### src/hdl/msl_pkg.sv
package msl_pkg;

	typedef enum logic [2:0] {
		CMD_QUERY = 3'd0,
		CMD_RUN   = 3'd1,
		CMD_CHUNK = 3'd2,
		CMD_LEN   = 3'd3,
		CMD_SYNC  = 3'd4
	} cmd_code_t;

	typedef enum logic [1:0] {
		ST_OK        = 2'd0,
		ST_BAD_INDEX = 2'd1,
		ST_BAD_CHUNK = 2'd2
	} status_code_t;

	localparam logic [1:0] CFG_TOTAL_SAMPLES = 2'd0;
	localparam logic [1:0] CFG_RUN_ENTRIES   = 2'd1;
	localparam logic [1:0] CFG_CHUNK_ENTRIES = 2'd2;
	localparam logic [1:0] CFG_SYNC_ENTRIES  = 2'd3;

	typedef enum logic [4:0] {
		S_IDLE, S_SYNC_RD, S_SYNC_CHK, S_RANGE, S_RUN_A, S_RUN_B, S_RUN_C,
		S_RUN_D, S_RUN_E, S_RUN_F, S_DIV, S_CHUNK_CHK, S_BASE_W, S_BASE,
		S_SUM_CHK, S_SUM_ADD, S_FINISH
	} state_t;

	typedef enum logic [4:0] {
		OP_NONE, OP_ACCEPT, OP_SYNC_NEXT, OP_SYNC_HIT, OP_SYNC_MISS, OP_RANGE_OK,
		OP_BAD_IDX, OP_NO_RUN, OP_RUN_FIRST, OP_RUN_NEXT, OP_RUN_MUL, OP_RUN_ADV,
		OP_DIV_START, OP_DIV_STEP, OP_CHUNK_OK, OP_BAD_CHUNK, OP_BASE, OP_SUM_ADD,
		OP_EMIT
	} dp_op_t;

	typedef struct packed {
		dp_op_t op;
	} dp_cmd_t;

	typedef struct packed {
		logic is_query;
		logic sync_empty;
		logic sync_end;
		logic sync_eq;
		logic sync_gt;
		logic idx_bad;
		logic run_end;
		logic run_match;
		logic div_last;
		logic chunk_bad;
		logic sum_end;
		logic out_free;
	} dp_stat_t;

endpackage

### src/hdl/msl_ctrl.sv
module msl_ctrl (
	input  logic               clk,
	input  logic               arst_n,
	input  logic               in_valid,
	output logic               in_stall,
	input  msl_pkg::dp_stat_t  stat,
	output msl_pkg::dp_cmd_t   ctl
);

	msl_pkg::state_t state_q, state_d;

	always_ff @(posedge clk or negedge arst_n) begin
		if (!arst_n) begin
			state_q <= msl_pkg::S_IDLE;
		end else begin
			state_q <= state_d;
		end
	end

	always_comb begin
		state_d  = state_q;
		ctl.op   = msl_pkg::OP_NONE;
		in_stall = (state_q != msl_pkg::S_IDLE);
		case (state_q)
			msl_pkg::S_IDLE: begin
				if (in_valid) begin
					ctl.op = msl_pkg::OP_ACCEPT;
					if (stat.is_query) state_d = msl_pkg::S_SYNC_RD;
				end
			end
			msl_pkg::S_SYNC_RD: begin
				if (stat.sync_empty) begin
					ctl.op  = msl_pkg::OP_SYNC_HIT;
					state_d = msl_pkg::S_RANGE;
				end else if (stat.sync_end) begin
					ctl.op  = msl_pkg::OP_SYNC_MISS;
					state_d = msl_pkg::S_RANGE;
				end else begin
					state_d = msl_pkg::S_SYNC_CHK;
				end
			end
			msl_pkg::S_SYNC_CHK: begin
				if (stat.sync_eq) begin
					ctl.op  = msl_pkg::OP_SYNC_HIT;
					state_d = msl_pkg::S_RANGE;
				end else if (stat.sync_gt) begin
					ctl.op  = msl_pkg::OP_SYNC_MISS;
					state_d = msl_pkg::S_RANGE;
				end else begin
					ctl.op  = msl_pkg::OP_SYNC_NEXT;
					state_d = msl_pkg::S_SYNC_RD;
				end
			end
			msl_pkg::S_RANGE: begin
				if (stat.idx_bad) begin
					ctl.op  = msl_pkg::OP_BAD_IDX;
					state_d = msl_pkg::S_FINISH;
				end else begin
					ctl.op  = msl_pkg::OP_RANGE_OK;
					state_d = msl_pkg::S_RUN_A;
				end
			end
			msl_pkg::S_RUN_A: begin
				if (stat.run_end) begin
					ctl.op  = msl_pkg::OP_NO_RUN;
					state_d = msl_pkg::S_CHUNK_CHK;
				end else begin
					state_d = msl_pkg::S_RUN_B;
				end
			end
			msl_pkg::S_RUN_B: begin
				ctl.op  = msl_pkg::OP_RUN_FIRST;
				state_d = msl_pkg::S_RUN_C;
			end
			msl_pkg::S_RUN_C: state_d = msl_pkg::S_RUN_D;
			msl_pkg::S_RUN_D: begin
				ctl.op  = msl_pkg::OP_RUN_NEXT;
				state_d = msl_pkg::S_RUN_E;
			end
			msl_pkg::S_RUN_E: begin
				ctl.op  = msl_pkg::OP_RUN_MUL;
				state_d = msl_pkg::S_RUN_F;
			end
			msl_pkg::S_RUN_F: begin
				if (stat.run_match) begin
					ctl.op  = msl_pkg::OP_DIV_START;
					state_d = msl_pkg::S_DIV;
				end else begin
					ctl.op  = msl_pkg::OP_RUN_ADV;
					state_d = msl_pkg::S_RUN_A;
				end
			end
			msl_pkg::S_DIV: begin
				ctl.op = msl_pkg::OP_DIV_STEP;
				if (stat.div_last) state_d = msl_pkg::S_CHUNK_CHK;
			end
			msl_pkg::S_CHUNK_CHK: begin
				if (stat.chunk_bad) begin
					ctl.op  = msl_pkg::OP_BAD_CHUNK;
					state_d = msl_pkg::S_FINISH;
				end else begin
					ctl.op  = msl_pkg::OP_CHUNK_OK;
					state_d = msl_pkg::S_BASE_W;
				end
			end
			msl_pkg::S_BASE_W: state_d = msl_pkg::S_BASE;
			msl_pkg::S_BASE: begin
				ctl.op  = msl_pkg::OP_BASE;
				state_d = msl_pkg::S_SUM_CHK;
			end
			msl_pkg::S_SUM_CHK: begin
				if (stat.sum_end) state_d = msl_pkg::S_FINISH;
				else state_d = msl_pkg::S_SUM_ADD;
			end
			msl_pkg::S_SUM_ADD: begin
				ctl.op  = msl_pkg::OP_SUM_ADD;
				state_d = msl_pkg::S_SUM_CHK;
			end
			msl_pkg::S_FINISH: begin
				if (stat.out_free) begin
					ctl.op  = msl_pkg::OP_EMIT;
					state_d = msl_pkg::S_IDLE;
				end
			end
			default: state_d = msl_pkg::S_IDLE;
		endcase
	end

endmodule

### config.mk
export PLATFORM = sky130hd
export DESIGN_NAME = msl_ctrl
export DESIGN_NICKNAME = d
export VERILOG_FILES = /design/src/hdl/msl_pkg.sv /design/src/hdl/msl_ctrl.sv
export SDC_FILE = /design/constraint.sdc
export NUM_CORES = 1
export LEC_CHECK = 0
export ABC_AREA = 0
export BUFFER_PORTS_ARGS = -buffer_cell sky130_fd_sc_hd__buf_2
export CORE_ASPECT_RATIO = 1.1
export CORE_MARGIN = 10
export CORE_UTILIZATION = 40
export CTS_CLUSTER_DIAMETER = 60
export CTS_CLUSTER_SIZE = 24
export DETAILED_ROUTE_END_ITERATION = 8
export PLACE_DENSITY = 0.64
export SYNTH_ARGS = -nofsm -noshare
export SYNTH_HDL_FRONTEND = slang
export SYNTH_SLANG_ARGS = --single-unit
export TNS_END_PERCENT = 100
### constraint.sdc
create_clock -name clk -period 1.5 [get_ports clk]
set_input_delay 0.075 -clock clk [delete_from_list [all_inputs] [get_ports clk]]
set_output_delay 0.075 -clock clk [all_outputs]
set_load 0.01 [all_outputs]
======== Word level (Yosys, flattened, before mapping) ========
Index checks and enable logic that the tools add are counted.
cells by class
  equality and inequality tests ........... 20
  muxes and demuxes ....................... 25
  reduce and logical (&&, ||, !) cells .... 4
operator list
  operator            number
  $pmux 5 s16         1
  $pmux 5 s14         1
  $eq 5x4->1 const B  8
  $mux 5              8
  $eq 5x3->1 const B  4
  $mux 3              6
  $eq 5x2->1 const B  2
  $mux 4              2
  $ne 2x2->1 const B  4
  $mux 2              3
  $eq 5x1->1 const B  1
  $eq 5x5->1 const B  1
  $logic_not 5->1     1
  $reduce_bool 5->1   1
  $mux 1              4
  $reduce_and 4->1    1
  $reduce_or 2->1     1
storage, ports and cells
  register bits ........................... 5

======== Logic depth before layout (Yosys ltp) ========
  word-level depth ........................ 3
  gate-level depth with buffers ........... 6
  mapped depth without buffers ............ 4

======== Worst setup path before layout ========
OpenSTA, ideal clock, no wires.
  path type ............................... flip-flop to output port
  from .................................... register state_q[0]
  to ...................................... output port ctl[0] (netlist name)
  path slack .............................. 0.215 ns
  data required time ...................... 1.425 ns
  stages on the path, launching flop included .. 6
  arrival ................................. 1.210 ns
  buffers on the path ..................... 1
  cell sequence ........................... dfrtp_1 -> buf_4 -> nor4_1 -> a32oi_1 -> nor2_1 -> a211o_1
RTL lines
  what                    RTL line        RTL
  from (decl)             msl_ctrl.sv:10  msl_pkg::state_t state_q, state_d;
  from (signal assigned)  msl_ctrl.sv:14  state_q <= msl_pkg::S_IDLE;
  from (signal assigned)  msl_ctrl.sv:16  state_q <= state_d;
  to (decl)               msl_ctrl.sv:7   output msl_pkg::dp_cmd_t ctl

==> metrics <==
status=complete, but fails checks; failing checks=setup timing; Worst-Margin Slew=0.3311 ns; final setup fails=9; Clk Latency, worst-skew pair=0.24 ns; clk sinks=5; final RePlAce weighted congestion=0.9040; PortBufs=20; post-DP HPWL=1.635 mm; full die area=3679 sq um; layout cells sized above 1=51.52%; CTS tree=built; Final Util=69.96%; setup ws final=-0.1775 ns; power share of the clock group=6.5%; buffers and inverters on the worst path=3; vias in the first global route=817; unrepaired setup endpoints after global routing=true; slew margin rel.=77.76%; Worst Path Required=1.42 ns; pre-CTS WS=0.03997 ns; placed cell count=131; CP delay by family, top=buffers and inverters; warnings from Yosys=0; crit path DAT=1.60 ns; first-pass GRT wire length=3.684 mm; DP Area=820.8 sq um; crit path capture type=output port; most common cell after layout, fill and taps aside=buf_4; final cell count without fillers=149; Diodes inserted=0; post-synthesis sequential area ratio=18.94%; Starting Density=42.41%; via count=873; Worst VDD drop=0.001126 V; Total Routing Usage GR=12.22%; GR Overflow Total=0; total CTS buffers=3; crit-path cells=buf_4 -> nor4_4 -> buf_4 -> a32oi_1 -> nor2_1 -> a211o_1 -> buf_2; largest reg by FF count=state_q; Detailed Routing Iterations Pass 1=4; initial antenna violation count=0; largest registers=state_q (5); Worst Skew=0.0002302 ns; Gate Count Post-Synth=90; post-route cell area=1090 sq um; CP most frequent cell=buf_4; largest area contributor in the netlist=dfrtp_1; hold crit path type=primary input to flip-flop; synth-to-layout area growth=64.96%; crit share post-route=111.8%; synthesized flop and latch total=5; Chip Width=58.75 microns; die height=62.63 microns; pin count of the biggest net entering global routing=14; sequential share of power=12.3%; min cycle time layout=1.677 ns; ys flop type=dfrtp_1; critical path peak fanout=4; DRC violations left=0; final hold violation count=0; slowest stage delay, CP=0.43 ns; Synth top area share=18.94%; switching power=0.001096 W; Post-synth EDFFs=0; Peak Freq=596.1 MHz; Comb power frac=81.2%; H-Tree Depth=1; max reg flops=5; internal power=0.001267 W; ranking of synthesized cells by area=dfrtp_1 (19%), nand2_1 (6.3%), nand3b_1 (5.7%), nor2_1 (5.7%), a21oi_1 (5.3%); Cell variety after synth=34; Final Net Count=148; synthesized cell area=660.6 sq um; total core area=1558 sq um; vias per std cell=5.859; Max Transition Viols Final=0; max cap viols=0; Leak=0.4916 nW; Power Dens Cells=2169 nW/um^2; Slowest cell on crit path=dfrtp_1; syn avg cell area=7.340 sq um; FFs w/ async S/R, synth=100.0%; CTS max path bufs=2; Routed WL=2.498 mm; I/O Pins=21; kind of critical path=flip-flop to output port; DR WL/cell=16.77 microns; startpoint types=flip-flop; Root Buffer=clkbuf_4; sw frac=46.38%; Synth Net Count=105; most frequent cells in the layout=buf_4 (21), buf_2 (20), nand2_1 (10), nor2_1 (7); drt initial violations=41; row count=15; clock-pin transition on the worst setup and hold timing paths=0.04 ns; post-route ant nets=0
-- synth_stat cells (all sizes together), types with 3 or more instances --
cell type   n
nand3       6
nand2      11
a21oi       7
dfrtp       5
nor3        3
nand2b      4
nor2       10
o21ai       4
nand3b      5
buf         8
-- worst paths after layout --
check / slack, ns / cells after the start / start / end
setup / recovery: -0.18 / 7 / state_q[2]$_DFFE_PN0P_ / ctl[0]
hold / removal: 0.11 / 3 / stat[0] / state_q[4]$_DFFE_PN0P_
setup reg to reg: -0.04 / 5 / state_q[2]$_DFFE_PN0P_ / state_q[0]$_DFFE_PN0P_
hold reg to reg: 0.76 / 4 / state_q[1]$_DFFE_PN0P_ / state_q[4]$_DFFE_PN0P_
max in group asynchronous: 1.18 / 2 / arst_n / state_q[3]$_DFFE_PN0P_
min in group asynchronous: 0.18 / 2 / arst_n / state_q[2]$_DFFE_PN0P_
-- power by group through the flow --
stage          Combinational [W]  Sequential [W]  Clock (W)
5_1_grt                  0.00205        0.000300   0.000173
3_5_place_dp             0.00129        0.000257          0
6_report                 0.00192        0.000291   0.000154
3_3_place_gp             0.00128        0.000256          0
4_1_cts                  0.00155        0.000267   0.000161
2_1_floorplan           0.000900        0.000227          0
-- tightest hold or removal path, stage by stage --
cell and delay [ns]:
buf_2 0.09, nand3b_1 0.10, nand2_1 0.05
-- stage by stage --
stage	hold slack, ns	setup TNS (ns)	power [W]
after floorplan	-0.2206	0	0.001127
after global placement	-0.1036	0	0.001538
after detailed placement	-0.1033	0	0.001550
after CTS	0.09853	-0.3907	0.001973
after global routing	0.1022	-1.182	0.002521
final	0.1143	-0.6160	0.002363
-- layer usage --
layer  global-route usage (%)  vias up  routed length [microns]
met3                    4.268        6                      210
met4                    6.034        0                       55
met2                    20.13       38                     1298
met1                    13.17      414                      934
met5                        0        -                        0
li1                         -      415                        -
-- kinds of logic (layout without fill, tap and decap cells) --
logic type / Yosys count / count (layout) / share of synthesized area, %
multiplexers: 2 / 2 / 3.030
buffers and inverters: 10 / 52 / 10.79
AO/OA/AOI/OAI: 24 / 24 / 25.57
AND/OR/NAND/NOR: 49 / 49 / 41.67
flip-flops: 5 / 5 / 18.94
-- cell type report --
type | instances | area (sq um)
Tap cell | 17 | 21.27
Sequential cell | 5 | 128.9
Inverter | 2 | 7.507
Fill cell | 137 | 467.9
Multi-Input combinational cell | 75 | 580.6
Clock buffer | 4 | 26.28
Timing Repair Buffer | 46 | 325.3
-- what timing repair did --
item	CTS	global route
setup buffers	10	5
endpoints found under the hold margin	5	0
gates resized for setup	10	19
hold buffers	1	0
pin swaps	5	4
endpoints found under the setup margin	4	8
Note: power is estimated with default switching activity, not from simulation.
